--- config.mk ---
export PLATFORM = sky130hd
export DESIGN_NAME = rgb_hue_red_classifier
export DESIGN_NICKNAME = d
export VERILOG_FILES = /design/src/sv/rhrc_pkg.sv /design/src/sv/rhrc_prep.sv /design/src/sv/rhrc_div_cell.sv /design/src/sv/rhrc_finish.sv /design/src/sv/rgb_hue_red_classifier.sv
export SDC_FILE = /design/constraint.sdc
export NUM_CORES = 1
export LEC_CHECK = 0
export BUFFER_PORTS_ARGS = -buffer_cell sky130_fd_sc_hd__buf_2
export CAP_MARGIN = 25
export CORE_AREA = 4 4 235 237
export CTS_CLUSTER_DIAMETER = 120
export DETAILED_ROUTE_END_ITERATION = 16
export DIE_AREA = 0 0 239 241
export GPL_TIMING_DRIVEN = 1
export PLACE_DENSITY = 0.69
export SLEW_MARGIN = 30
export SYNTH_ARGS = -nofsm -noshare
export SYNTH_HDL_FRONTEND = slang
export SYNTH_SLANG_ARGS = --single-unit
--- constraint.sdc ---
create_clock -name clock -period 13.7 [get_ports clock]
set_clock_uncertainty 0.2 [all_clocks]
set_input_delay 0.685 -clock clock [delete_from_list [all_inputs] [get_ports clock]]
set_output_delay 0.685 -clock clock [all_outputs]
set_load 0.01 [all_outputs]
--- src/sv/rhrc_pkg.sv ---
// ----------------------------------------------------------------------------
// rhrc_pkg
// Shared types and constants for the RGB hue / red classifier.
// ----------------------------------------------------------------------------
package rhrc_pkg;

   localparam int FIELD_BITS   = 16;
   localparam int HUE_BITS     = 9;
   localparam int QUO_BITS     = 6;
   localparam int PREP_STAGES  = 3;
   localparam int RSP_LATENCY  = PREP_STAGES + QUO_BITS + 1;
   localparam int CSR_IDX_BITS = 2;
   localparam int HUE_SECTOR   = 60;

   localparam logic [HUE_BITS-1:0] HUE_FULL_TURN  = 9'd360;
   localparam logic [HUE_BITS-1:0] HUE_GREEN_BASE = 9'd120;
   localparam logic [HUE_BITS-1:0] HUE_BLUE_BASE  = 9'd240;
   localparam logic [HUE_BITS-1:0] RED_LOW_RESET  = 9'd12;
   localparam logic [HUE_BITS-1:0] RED_HIGH_RESET = 9'd230;

   typedef enum logic [CSR_IDX_BITS-1:0] {
      REG_RED_HUE_LOW  = 2'd0,
      REG_RED_HUE_HIGH = 2'd1
   } csr_reg_type;

   typedef enum logic [1:0] {
      SECT_RED   = 2'd0,
      SECT_GREEN = 2'd1,
      SECT_BLUE  = 2'd2
   } sector_type;

   typedef struct packed {
      logic       valid;
      sector_type sector;
      logic       neg;
      logic       grey;
   } meta_type;

endpackage

--- src/sv/rhrc_prep.sv ---
// ----------------------------------------------------------------------------
// rhrc_prep
// Front stages: max/min sector pick, spread and difference, scale by 60.
// ----------------------------------------------------------------------------
module rhrc_prep #(
   parameter int SAMPLE_BITS = 16
) (
   input  logic                                      clock,
   input  logic                                      reset,
   input  logic                                      in_valid,
   input  logic [SAMPLE_BITS-1:0]                    red,
   input  logic [SAMPLE_BITS-1:0]                    green,
   input  logic [SAMPLE_BITS-1:0]                    blue,
   output rhrc_pkg::meta_type                        meta_out,
   output logic [SAMPLE_BITS+rhrc_pkg::QUO_BITS-1:0] num_out,
   output logic [SAMPLE_BITS-1:0]                    den_out
);
   import rhrc_pkg::*;

   localparam int REM_W = SAMPLE_BITS + QUO_BITS;

   sector_type             sector;
   logic [SAMPLE_BITS-1:0] opa, opb, mx, mn;

   meta_type               m0_ff, m0_in;
   logic [SAMPLE_BITS-1:0] a0_ff, b0_ff, mx0_ff, mn0_ff;

   meta_type               m1_ff, m1_in;
   logic [SAMPLE_BITS-1:0] d1_ff, d1_in, sp1_ff, sp1_in;

   meta_type               m2_ff;
   logic [REM_W-1:0]       n2_ff, n2_in;
   logic [SAMPLE_BITS-1:0] sp2_ff;

   always_comb begin
      if ((red >= green) && (red >= blue)) begin
         sector = SECT_RED;
         mx     = red;
         opa    = green;
         opb    = blue;
      end else if (green >= blue) begin
         sector = SECT_GREEN;
         mx     = green;
         opa    = blue;
         opb    = red;
      end else begin
         sector = SECT_BLUE;
         mx     = blue;
         opa    = red;
         opb    = green;
      end
      if ((red <= green) && (red <= blue)) begin
         mn = red;
      end else if (green <= blue) begin
         mn = green;
      end else begin
         mn = blue;
      end
      m0_in.valid  = in_valid;
      m0_in.sector = sector;
      m0_in.neg    = 1'b0;
      m0_in.grey   = 1'b0;
   end

   always_comb begin
      m1_in      = m0_ff;
      m1_in.neg  = a0_ff < b0_ff;
      sp1_in     = mx0_ff - mn0_ff;
      m1_in.grey = mx0_ff == mn0_ff;
      d1_in      = m1_in.neg ? (b0_ff - a0_ff) : (a0_ff - b0_ff);
   end

   assign n2_in = REM_W'(d1_ff) * REM_W'(HUE_SECTOR);

   always_ff @(posedge clock) begin
      if (reset) begin
         m0_ff <= '0;
         m1_ff <= '0;
         m2_ff <= '0;
      end else begin
         m0_ff <= m0_in;
         m1_ff <= m1_in;
         m2_ff <= m1_ff;
      end
      a0_ff  <= opa;
      b0_ff  <= opb;
      mx0_ff <= mx;
      mn0_ff <= mn;
      d1_ff  <= d1_in;
      sp1_ff <= sp1_in;
      n2_ff  <= n2_in;
      sp2_ff <= sp1_ff;
   end

   assign meta_out = m2_ff;
   assign num_out  = n2_ff;
   assign den_out  = sp2_ff;

endmodule

--- src/sv/rhrc_div_cell.sv ---
// ----------------------------------------------------------------------------
// rhrc_div_cell
// One restoring-division cell: resolves one quotient bit and passes on.
// ----------------------------------------------------------------------------
module rhrc_div_cell #(
   parameter int SAMPLE_BITS = 16,
   parameter int SHIFT       = 0
) (
   input  logic                                      clock,
   input  logic                                      reset,
   input  rhrc_pkg::meta_type                        meta_in,
   input  logic [SAMPLE_BITS+rhrc_pkg::QUO_BITS-1:0] rem_in,
   input  logic [SAMPLE_BITS-1:0]                    den_in,
   input  logic [rhrc_pkg::QUO_BITS-1:0]             quo_in,
   output rhrc_pkg::meta_type                        meta_out,
   output logic [SAMPLE_BITS+rhrc_pkg::QUO_BITS-1:0] rem_out,
   output logic [SAMPLE_BITS-1:0]                    den_out,
   output logic [rhrc_pkg::QUO_BITS-1:0]             quo_out
);
   import rhrc_pkg::*;

   localparam int REM_W = SAMPLE_BITS + QUO_BITS;

   logic [REM_W-1:0]       dsh;
   logic                   fits;
   meta_type               meta_ff;
   logic [REM_W-1:0]       rem_ff, rem_in_nx;
   logic [SAMPLE_BITS-1:0] den_ff;
   logic [QUO_BITS-1:0]    quo_ff, quo_in_nx;

   always_comb begin
      dsh              = REM_W'(den_in) << SHIFT;
      fits             = rem_in >= dsh;
      rem_in_nx        = fits ? (rem_in - dsh) : rem_in;
      quo_in_nx        = quo_in;
      quo_in_nx[SHIFT] = fits;
   end

   always_ff @(posedge clock) begin
      if (reset) begin
         meta_ff <= '0;
      end else begin
         meta_ff <= meta_in;
      end
      rem_ff <= rem_in_nx;
      den_ff <= den_in;
      quo_ff <= quo_in_nx;
   end

   assign meta_out = meta_ff;
   assign rem_out  = rem_ff;
   assign den_out  = den_ff;
   assign quo_out  = quo_ff;

endmodule

--- src/sv/rhrc_finish.sv ---
// ----------------------------------------------------------------------------
// rhrc_finish
// Sector offset, floor/ceil fix-up, red window test and result register.
// ----------------------------------------------------------------------------
module rhrc_finish #(
   parameter int SAMPLE_BITS = 16
) (
   input  logic                                      clock,
   input  logic                                      reset,
   input  rhrc_pkg::meta_type                        meta_in,
   input  logic [SAMPLE_BITS+rhrc_pkg::QUO_BITS-1:0] rem_in,
   input  logic [rhrc_pkg::QUO_BITS-1:0]             quo_in,
   input  logic [rhrc_pkg::HUE_BITS-1:0]             red_low,
   input  logic [rhrc_pkg::HUE_BITS-1:0]             red_high,
   output logic                                      rsp_valid,
   output logic [rhrc_pkg::HUE_BITS-1:0]             rsp_hue,
   output logic                                      rsp_red
);
   import rhrc_pkg::*;

   logic [QUO_BITS:0]   qfloor, qceil, mag;
   logic [HUE_BITS-1:0] base, hue_in;
   logic                red_in;
   logic                valid_ff;
   logic [HUE_BITS-1:0] hue_ff;
   logic                red_ff;

   always_comb begin
      qfloor = {1'b0, quo_in};
      qceil  = qfloor + (QUO_BITS+1)'(rem_in != '0);
      mag    = meta_in.neg ? qceil : qfloor;
      unique case (meta_in.sector)
         SECT_RED:   base = meta_in.neg ? HUE_FULL_TURN : '0;
         SECT_GREEN: base = HUE_GREEN_BASE;
         SECT_BLUE:  base = HUE_BLUE_BASE;
         default:    base = '0;
      endcase
      if (meta_in.grey) begin
         hue_in = '0;
      end else if (meta_in.neg) begin
         hue_in = base - HUE_BITS'(mag);
      end else begin
         hue_in = base + HUE_BITS'(mag);
      end
      red_in = (hue_in > red_high) || (hue_in < red_low);
   end

   always_ff @(posedge clock) begin
      if (reset) begin
         valid_ff <= 1'b0;
      end else begin
         valid_ff <= meta_in.valid;
      end
      hue_ff <= hue_in;
      red_ff <= red_in;
   end

   assign rsp_valid = valid_ff;
   assign rsp_hue   = hue_ff;
   assign rsp_red   = red_ff;

endmodule

--- src/sv/rgb_hue_red_classifier.sv ---
// ----------------------------------------------------------------------------
// rgb_hue_red_classifier
// HSV hue of one RGB sample in whole degrees, with a red-window flag.
//
// channel  ports                         transfer
// -------  ----------------------------  ------------------------------------
// request  start, busy, req_*_level      start high, busy low at clock edge
// result   rsp_valid, rsp_hue_degrees,   rsp_valid high for one cycle
//          rsp_is_red
// config   csr_valid, csr_ready,         csr_valid and csr_ready both high
//          csr_index, csr_wdata
//
// One sample per cycle whenever busy is low. The pipeline is 3 prep
// stages, one divider cell per quotient bit (6), and one output stage.
// Busy is high only during reset. Synchronous reset
// drops samples in flight and loads the window bounds to 12 and 230.
// Results cannot be stalled; csr_ready is always high.
// ----------------------------------------------------------------------------
module rgb_hue_red_classifier #(
   parameter int SAMPLE_BITS = 16
) (
   input  logic                                   clock,
   input  logic                                   reset,
   input  logic                                   start,
   output logic                                   busy,
   input  logic [rhrc_pkg::FIELD_BITS-1:0]        req_red_level,
   input  logic [rhrc_pkg::FIELD_BITS-1:0]        req_green_level,
   input  logic [rhrc_pkg::FIELD_BITS-1:0]        req_blue_level,
   output logic                                   rsp_valid,
   output logic [rhrc_pkg::HUE_BITS-1:0]          rsp_hue_degrees,
   output logic                                   rsp_is_red,
   input  logic                                   csr_valid,
   output logic                                   csr_ready,
   input  logic [rhrc_pkg::CSR_IDX_BITS-1:0]      csr_index,
   input  logic [rhrc_pkg::HUE_BITS-1:0]          csr_wdata
);
   import rhrc_pkg::*;

   localparam int REM_W = SAMPLE_BITS + QUO_BITS;

   logic                   in_valid;
   logic [HUE_BITS-1:0]    red_low_ff, red_high_ff;

   meta_type               meta_c [QUO_BITS+1];
   logic [REM_W-1:0]       rem_c  [QUO_BITS+1];
   logic [SAMPLE_BITS-1:0] den_c  [QUO_BITS+1];
   logic [QUO_BITS-1:0]    quo_c  [QUO_BITS+1];

   assign busy      = reset;
   assign in_valid  = start && !busy;
   assign csr_ready = 1'b1;

   always_ff @(posedge clock) begin
      if (reset) begin
         red_low_ff  <= RED_LOW_RESET;
         red_high_ff <= RED_HIGH_RESET;
      end else if (csr_valid && csr_ready) begin
         if (csr_index == REG_RED_HUE_LOW) begin
            red_low_ff <= csr_wdata;
         end
         if (csr_index == REG_RED_HUE_HIGH) begin
            red_high_ff <= csr_wdata;
         end
      end
   end

   rhrc_prep #(
      .SAMPLE_BITS (SAMPLE_BITS)
   ) u_prep (
      .clock    (clock),
      .reset    (reset),
      .in_valid (in_valid),
      .red      (req_red_level[SAMPLE_BITS-1:0]),
      .green    (req_green_level[SAMPLE_BITS-1:0]),
      .blue     (req_blue_level[SAMPLE_BITS-1:0]),
      .meta_out (meta_c[0]),
      .num_out  (rem_c[0]),
      .den_out  (den_c[0])
   );

   assign quo_c[0] = '0;

   for (genvar i = 0; i < QUO_BITS; i++) begin : g_cell
      rhrc_div_cell #(
         .SAMPLE_BITS (SAMPLE_BITS),
         .SHIFT       (QUO_BITS - 1 - i)
      ) u_cell (
         .clock    (clock),
         .reset    (reset),
         .meta_in  (meta_c[i]),
         .rem_in   (rem_c[i]),
         .den_in   (den_c[i]),
         .quo_in   (quo_c[i]),
         .meta_out (meta_c[i+1]),
         .rem_out  (rem_c[i+1]),
         .den_out  (den_c[i+1]),
         .quo_out  (quo_c[i+1])
      );
   end

   rhrc_finish #(
      .SAMPLE_BITS (SAMPLE_BITS)
   ) u_finish (
      .clock     (clock),
      .reset     (reset),
      .meta_in   (meta_c[QUO_BITS]),
      .rem_in    (rem_c[QUO_BITS]),
      .quo_in    (quo_c[QUO_BITS]),
      .red_low   (red_low_ff),
      .red_high  (red_high_ff),
      .rsp_valid (rsp_valid),
      .rsp_hue   (rsp_hue_degrees),
      .rsp_red   (rsp_is_red)
   );

   logic unused_den;
   assign unused_den = ^den_c[QUO_BITS];

endmodule

==> results.json, run 1 <==
{
  "synth_area_sq_um": 22700,
  "root_buffer": "clkbuf_16",
  "grt_use_met2_pct": 31.1,
  "die_x_microns": 239,
  "drc": 0,
  "wl_per_cell_microns": 15.1,
  "hold_end": "g_cell[2].u_cell.quo_out[5]",
  "period_share_pct": 37.4,
  "grt_pass1_wl_microns": 80100,
  "firstDrtPassIters": 6,
  "worstRegToRegCells": 20,
  "synth_nets": 2761,
  "path_max_fanout": 3,
  "outcome": "completed",
  "cts_tree": "built",
  "area_growth_pct": 10.8,
  "dp_cells": 3143,
  "drtIter0Drc": 944,
  "rows": 85,
  "antenna_found_initial": 0,
  "synth-edff-count": 0,
  "n_antenna_cell": 0,
  "fin_crit_ns": 5.12,
  "drv_slew": 0,
  "clkTransAtPathRegs_ns": 0.06,
  "whs_path_depth": 0,
  "grt_max_degree": 64,
  "cts_setup_buffers": 0,
  "ys.warnings.count": 0,
  "ys_ff_latch": 428,
  "setup_viol": 0,
  "cts_hold_buf": 0,
  "worstSetupStartpointType": "flip-flop",
  "hold_class": "reg -> reg",
  "synth-seq-area-share_pct": 37.8,
  "cap_viol_max_count": 0,
  "die_area_sq_um": 57600,
  "rsz0062_at_grt": "false",
  "min_from": "g_cell[1].u_cell.quo_out[5]",
  "ios": 76,
  "gr-usage-met3_pct": 2.08,
  "cts_resized": 0,
  "grt_pass1_vias": 16966,
  "placeableCoreArea_sq_um": 53300,
  "start_util_pct": 42.6,
  "crit_required_ns": 13.94,
  "synth_xor_area_share_pct": 4.90,
  "setup_tns_ns": 0,
  "synth-compound-area-share_pct": 15.7,
  "instances_no_fill": 3219,
  "synth_cell_type_count": 79,
  "critPathArrivalTime_ns": 5.36,
  "drtAntennaViolNets": 0,
  "finalHoldViolCount": 0,
  "routabilityCongestion": 0.931,
  "synthSimpleGateAreaFrac_pct": 12.1,
  "worst_slew_pin_slew_ns": 0.894,
  "portBuffers": 74,
  "max_slew_margin_pct": 39.8,
  "stdcell_area_sq_um": 25100,
  "yosysTopAreaCell": "dfxtp_1",
  "vias": 16843,
  "syn_area_per_cell_sq_um": 9.38,
  "use_met1_pct": 19.0,
  "end_kind": "flip-flop",
  "htree_num_levels": 2,
  "yosysTopAreaCellShare_pct": 37.8,
  "clkSinkCount": 428,
  "r2r_start": "g_cell[5].u_cell.rem_out[12]",
  "netlist_top_cells_area": "dfxtp_1, ha_1, mux2i_1, inv_1, fa_1",
  "synth_mux_area_share_pct": 7.34,
  "drive_gt1_share_pct": 8.13,
  "fp.dieH_microns": 241,
  "synth_top_family_by_area": "adder cells",
  "yosys.area_share.adder_pct": 16.7,
  "synth_ff_type": "dfxtp_1",
  "nNetsFinal": 2836,
  "routed_wl_microns": 48500,
  "dp.final_hpwl_microns": 38300,
  "crit_type": "reg -> reg",
  "worstReg2RegEnd": "u_finish.rsp_red",
  "clk_latency_ns": 0.56,
  "async_flop_share_pct": 0,
  "fmax_ghz": 0.195,
  "grt.total_usage_pct": 16.5,
  "via_per_inst": 5.23,
  "cts_buffer_depth": 3,
  "gr-total-overflow": 0,
  "placed_cell_area_sq_um": 23700,
  "top_usage_layer": "met2",
  "r2r_slack_ns": 8.58,
  "syn_inst": 2418,
  "cts_buffers": 44
}
[through the flow]
step / hold WS [ns] / utilization, % / worst slack (ns)
global placement: 0.111 / 44.6 / 8.54
CTS: 0.0908 / 47.2 / 8.51
global route: 0.114 / 47.2 / 8.01
floorplan: 0.110 / - / 9.02
detailed placement: 0.112 / 44.6 / 8.54
finish: 0.117 / 47.2 / 8.58
[critical path: stages (launching register included)]
cell	delay [ns]
dfxtp_1	0.29
or4_1	0.50
or4_1	0.51
ha_1	0.24
ha_1	0.30
mux2i_1	0.10
ha_1	0.27
nor2b_1	0.14
or3_1	0.35
and2_1	0.19
a41o_1	0.25
a21oi_1	0.22
xor2_1	0.10
nor2_1	0.21
ha_1	0.29
a21o_1	0.16
a21oi_1	0.13
o21ai_0	0.09
a21o_1	0.18
a21oi_1	0.16
o221ai_1	0.13
[layer usage]
layer / up-vias / part of all wire (%) / wire length [microns]
met1: 7808 / 42 / 20400
li1: 8560 / - / -
met5: - / 0 / 0
met3: 124 / 3.3 / 1590
met2: 351 / 51 / 24700
met4: 0 / 3.7 / 1810
[flip-flops by register name, indices dropped and copies added, names as in the netlist]
register / count
g_cell.u_cell.den_out: 80
g_cell.u_cell.meta_out: 30
g_cell.u_cell.quo_out: 21
g_cell.u_cell.rem_out: 123
red_high_ff: 9
red_low_ff: 9
u_finish.rsp_hue: 9
u_finish.rsp_red: 1
u_finish.rsp_valid: 1
u_prep.a0_ff: 16
u_prep.b0_ff: 16
u_prep.d1_ff: 16
u_prep.den_out: 16
u_prep.m0_ff: 3
u_prep.m1_ff: 5
u_prep.meta_out: 5
u_prep.mn0_ff: 16
u_prep.mx0_ff: 16
u_prep.num_out: 20
u_prep.sp1_ff: 16
[logic make-up (layout without fill, tap and decap cells)]
family	Yosys count	count (layout)
compound gates	553	553
fa+ha+maj	280	280
buf+inv	309	414
simple gates	560	560
other cells	1	1
flops	428	428
xor+xnor	127	127
mux	160	160
[final cells by class]
type | count | area (sq um)
clock buffer | 57 | 1180
inverter | 255 | 957
tap | 696 | 871
sequential | 428 | 8570
timing repair buffer | 83 | 438
clock inverter | 19 | 216
multi-input combinational | 1681 | 12900
fill | 4909 | 28100
[placed cells by master, fill, tap and decap left out, types with 7 or more instances in the layout]
master and instances:
a211o_1 14, a211oi_1 18, a21boi_0 11, a21o_1 68, a21oi_1 148, a31oi_1 17, and2_1 7, and3_1 18
buf_2 74, buf_4 9, clkbuf_1 10, clkbuf_16 44, clkinv_2 8, dfxtp_1 428, fa_1 38, ha_1 242
inv_1 255, mux2_1 24, mux2_2 27, mux2i_1 109, nand2_1 147, nand2b_1 35, nand3_1 20, nand4_1 29
nor2_1 134, nor2b_1 67, nor3_1 42, nor4_1 17, o211ai_1 10, o21a_1 12, o21ai_0 147, o21bai_1 13
o31ai_1 19, or2_2 8, or3_1 14, xnor2_1 66, xor2_1 61
[Yosys cell counts (15+ instances only)]
cell        n
nor2b_1    67
nor2_1    135
and3_1     18
nand2b_1   35
a21oi_1   148
nand2_1   148
buf_2      15
mux2_2     27
a31oi_1    17
ha_1      242
o21ai_0   147
mux2_1     24
inv_1     255
o31ai_1    20
nor4_1     17
nand3_1    20
mux2i_1   109
clkbuf_1   30
xor2_1     61
a211oi_1   19
nand4_1    29
nor3_1     42
fa_1       38
a21o_1     68
dfxtp_1   428
xnor2_1    66
[worst max-delay path by stage]
stage,startpoint,endpoint,slack (ns),cells after the start
3_3_place_gp,g_cell[5].u_cell.rem_out[2],u_finish.rsp_red,8.54,21
6_report,g_cell[5].u_cell.rem_out[12],u_finish.rsp_red,8.58,20
2_1_floorplan,g_cell[5].u_cell.rem_out[12],u_finish.rsp_red,9.02,20
3_5_place_dp,g_cell[5].u_cell.rem_out[2],u_finish.rsp_red,8.54,21
4_1_cts,g_cell[5].u_cell.rem_out[2],u_finish.rsp_red,8.51,21
5_1_grt,g_cell[5].u_cell.rem_out[2],u_finish.rsp_red,8.01,20
Power of run 1 is not shown: default switching activity piles up to over one toggle a cycle in this logic, so the estimate is an artifact.
==> inputs of run 2 (changes only) <==
--- a/config.mk
+++ b/config.mk
@@ -5,14 +5,15 @@
 export SDC_FILE = /design/constraint.sdc
 export NUM_CORES = 1
 export LEC_CHECK = 0
+export ABC_AREA = 1
 export BUFFER_PORTS_ARGS = -buffer_cell sky130_fd_sc_hd__buf_2
 export CAP_MARGIN = 25
-export CORE_AREA = 4 4 235 237
+export CORE_AREA = 4 4 249 251
 export CTS_CLUSTER_DIAMETER = 120
 export DETAILED_ROUTE_END_ITERATION = 16
-export DIE_AREA = 0 0 239 241
+export DIE_AREA = 0 0 253 255
 export GPL_TIMING_DRIVEN = 1
-export PLACE_DENSITY = 0.69
+export PLACE_DENSITY = 0.71
 export SLEW_MARGIN = 30
 export SYNTH_ARGS = -nofsm -noshare
 export SYNTH_HDL_FRONTEND = slang
==> constraint.sdc (replaced) <==
create_clock -name clock -period 4.6 [get_ports clock]
set_clock_uncertainty 0.2 [all_clocks]
set_input_delay 0.23 -clock clock [delete_from_list [all_inputs] [get_ports clock]]
set_output_delay 0.23 -clock clock [all_outputs]
set_load 0.01 [all_outputs]
==> run 2 against run 1 <==
Count of clock-buffer cells in the layout fell by 6; wire length rose by 31%; largest cell class unchanged; sequential share of layout area fell by 4.9 points; critical path type unchanged.
==> results.json, run 2 <==
{
  "firstDrtPassIters": 5,
  "wl_per_cell_microns": 13.9,
  "n_antenna_cell": 0,
  "routabilityCongestion": 0.918,
  "die_area_sq_um": 64500,
  "synth_area_sq_um": 25500,
  "antenna_found_initial": 0,
  "crit_type": "reg -> reg",
  "cts_tree": "built",
  "grt_pass1_vias": 22091,
  "fp.dieH_microns": 255,
  "hold_class": "in -> reg",
  "rsz0062_at_grt": "true",
  "instances_no_fill": 4584,
  "worst_slew_pin_slew_ns": 0.898,
  "ys.warnings.count": 0,
  "cts_buffer_depth": 3,
  "grt_pass1_wl_microns": 106000,
  "path_max_fanout": 3,
  "fmax_ghz": 0.223,
  "area_growth_pct": 15.1,
  "via_per_inst": 4.96,
  "clk_latency_ns": 0.57,
  "synth-seq-area-share_pct": 33.6,
  "nNetsFinal": 4111,
  "path_cells": "nor4_4 -> nand4_1 -> nand3b_1 -> ha_2 -> ha_4 -> or2_4 -> o21ai_2 -> ha_1 -> a31oi_4 -> xor2_1 -> ha_1 -> a21oi_2 -> nor2_2 -> a211oi_2 -> nand3_1 -> nand2_1 -> nor2_2 -> ha_1 -> nand2_2 -> buf_4 -> o31ai_2 -> nand2_1",
  "max_slew_margin_pct": 40.1,
  "end_kind": "flip-flop",
  "synth-edff-count": 0,
  "critPathMaxStageDelay_ns": 0.33,
  "synth_ff_type": "dfxtp_1",
  "clkSinkCount": 428,
  "ys_ff_latch": 428,
  "syn_area_per_cell_sq_um": 7.08,
  "period_share_pct": 97.3,
  "async_flop_share_pct": 0,
  "placeableCoreArea_sq_um": 59900,
  "synth_nets": 3940,
  "most-common-layout-cells": "nand2_1, inv_1, dfxtp_1",
  "yosysTopAreaCell": "dfxtp_1",
  "largest_register_ffs": 123,
  "cap_viol_max_count": 0,
  "cts_buffers": 44,
  "netlist_top_cells_area": "dfxtp_1, nand2_1, ha_1, inv_1, a21oi_1",
  "cpMaxStageDelayCell": "dfxtp_2",
  "drv_slew": 0,
  "gr-total-overflow": 0,
  "grt_max_degree": 50,
  "htree_num_levels": 2,
  "dp.final_hpwl_microns": 48100,
  "drc": 0,
  "final_common_cell": "nand2_1",
  "setup_viol": 0,
  "grt.total_usage_pct": 19.7,
  "outcome": "completed",
  "yosysMostFrequentCell": "nand2_1",
  "crit_required_ns": 4.86,
  "vias": 22714,
  "portBuffers": 74,
  "worstSetupStartpointType": "flip-flop",
  "path_common_cell": "ha_1",
  "root_buffer": "clkbuf_16",
  "synth_cell_type_count": 50,
  "die_x_microns": 253,
  "critPathArrivalTime_ns": 4.74,
  "drtIter0Drc": 1422,
  "syn_inst": 3597,
  "fin_crit_ns": 4.48,
  "dp_cells": 4402,
  "routed_wl_microns": 63700,
  "clkTransAtPathRegs_ns": 0.07,
  "yosysTopAreaCellShare_pct": 33.6,
  "drtAntennaViolNets": 0,
  "drive_gt1_share_pct": 6.89,
  "rows": 90,
  "netlist_top_cells_count": "nand2_1, inv_1, dfxtp_1",
  "finalHoldViolCount": 0,
  "ios": 76,
  "r2r_slack_ns": 0.12,
  "start_util_pct": 42.5
}
## run 2: kinds of logic (layout without fill, tap and decap cells)
logic type,after synthesis,after routing,share of synthesized area [%]
AND/OR/NAND/NOR,1744,1744,28.6
buffers and inverters,587,792,9.34
AO/OA/AOI/OAI,449,449,9.88
flip-flops,428,428,33.6
adder cells (fa/ha/maj),280,280,14.9
XOR/XNOR,108,108,3.71
other,1,1,0.0147
## run 2: critical path: cells and delay by family, from the launching register on
kind	cells	cell delay [ns]
buf+inv	1	0.15
fa+ha+maj	5	1.33
simple gates	10	1.37
flops	1	0.33
xor+xnor	1	0.16
compound gates	5	0.84
## run 2: worst paths after layout
| kind | startpoint | to | cells after the start |
|---|---|---|---|
| worst max-delay path | g_cell[5].u_cell.rem_out[19] | u_finish.rsp_red | 22 |
| worst min-delay path | reset | g_cell[5].u_cell.meta_out[2] | 2 |
| worst max register to register | g_cell[5].u_cell.rem_out[19] | u_finish.rsp_red | 22 |
| worst min register to register | g_cell[1].u_cell.quo_out[5] | g_cell[2].u_cell.quo_out[5] | 0 |
## run 2: final cells by class
cell class	instances	area [sq um]
Fill cell	5853	30600
Multi-Input combinational cell	2582	14700
Sequential cell	428	8570
Inverter	514	1930
Timing Repair Buffer	198	1560
Clock buffer	51	1180
Tap cell	782	978
Clock inverter	29	424
## run 2: stage by stage
stage | hold slack [ns] | instance area (sq um) | util (%) | setup WS, ns | TNS, ns
6_report | 0.0802 | 29300 | 49.0 | 0.123 | 0
5_1_grt | 0.0896 | 29300 | 49.0 | -0.155 | -0.155
4_1_cts | 0.0437 | 29200 | 48.8 | 0.00802 | 0
3_5_place_dp | 0.112 | 26600 | 44.3 | -0.200 | -0.200
3_3_place_gp | 0.111 | 26600 | 44.3 | -0.268 | -0.268
2_1_floorplan | 0.110 | 25500 | - | 0.486 | 0
## run 2: layer usage
metal  part of all wire, %  GRT usage, %  wire [microns]  vias to the layer above
met5                     0             0               0                        -
met4                   4.4          8.78            2810                        0
met3                   4.3          2.45            2710                      170
met2                    49          35.6           31000                      529
met1                    43          23.5           27200                    10201
li1                      -             -               -                    11814
## run 2: repair_timing
action | 4_1_cts | 5_1_grt
hold buffers | 100 | 0
gates cloned | 0 | 0
gates resized for setup | 12 | 28
setup buffers | 1 | 1
pin swaps | 14 | 21
hold endpoints to repair | 83 | 0
endpoints found under the setup margin | 1 | 1
Power of run 2 is left out for the same reason.
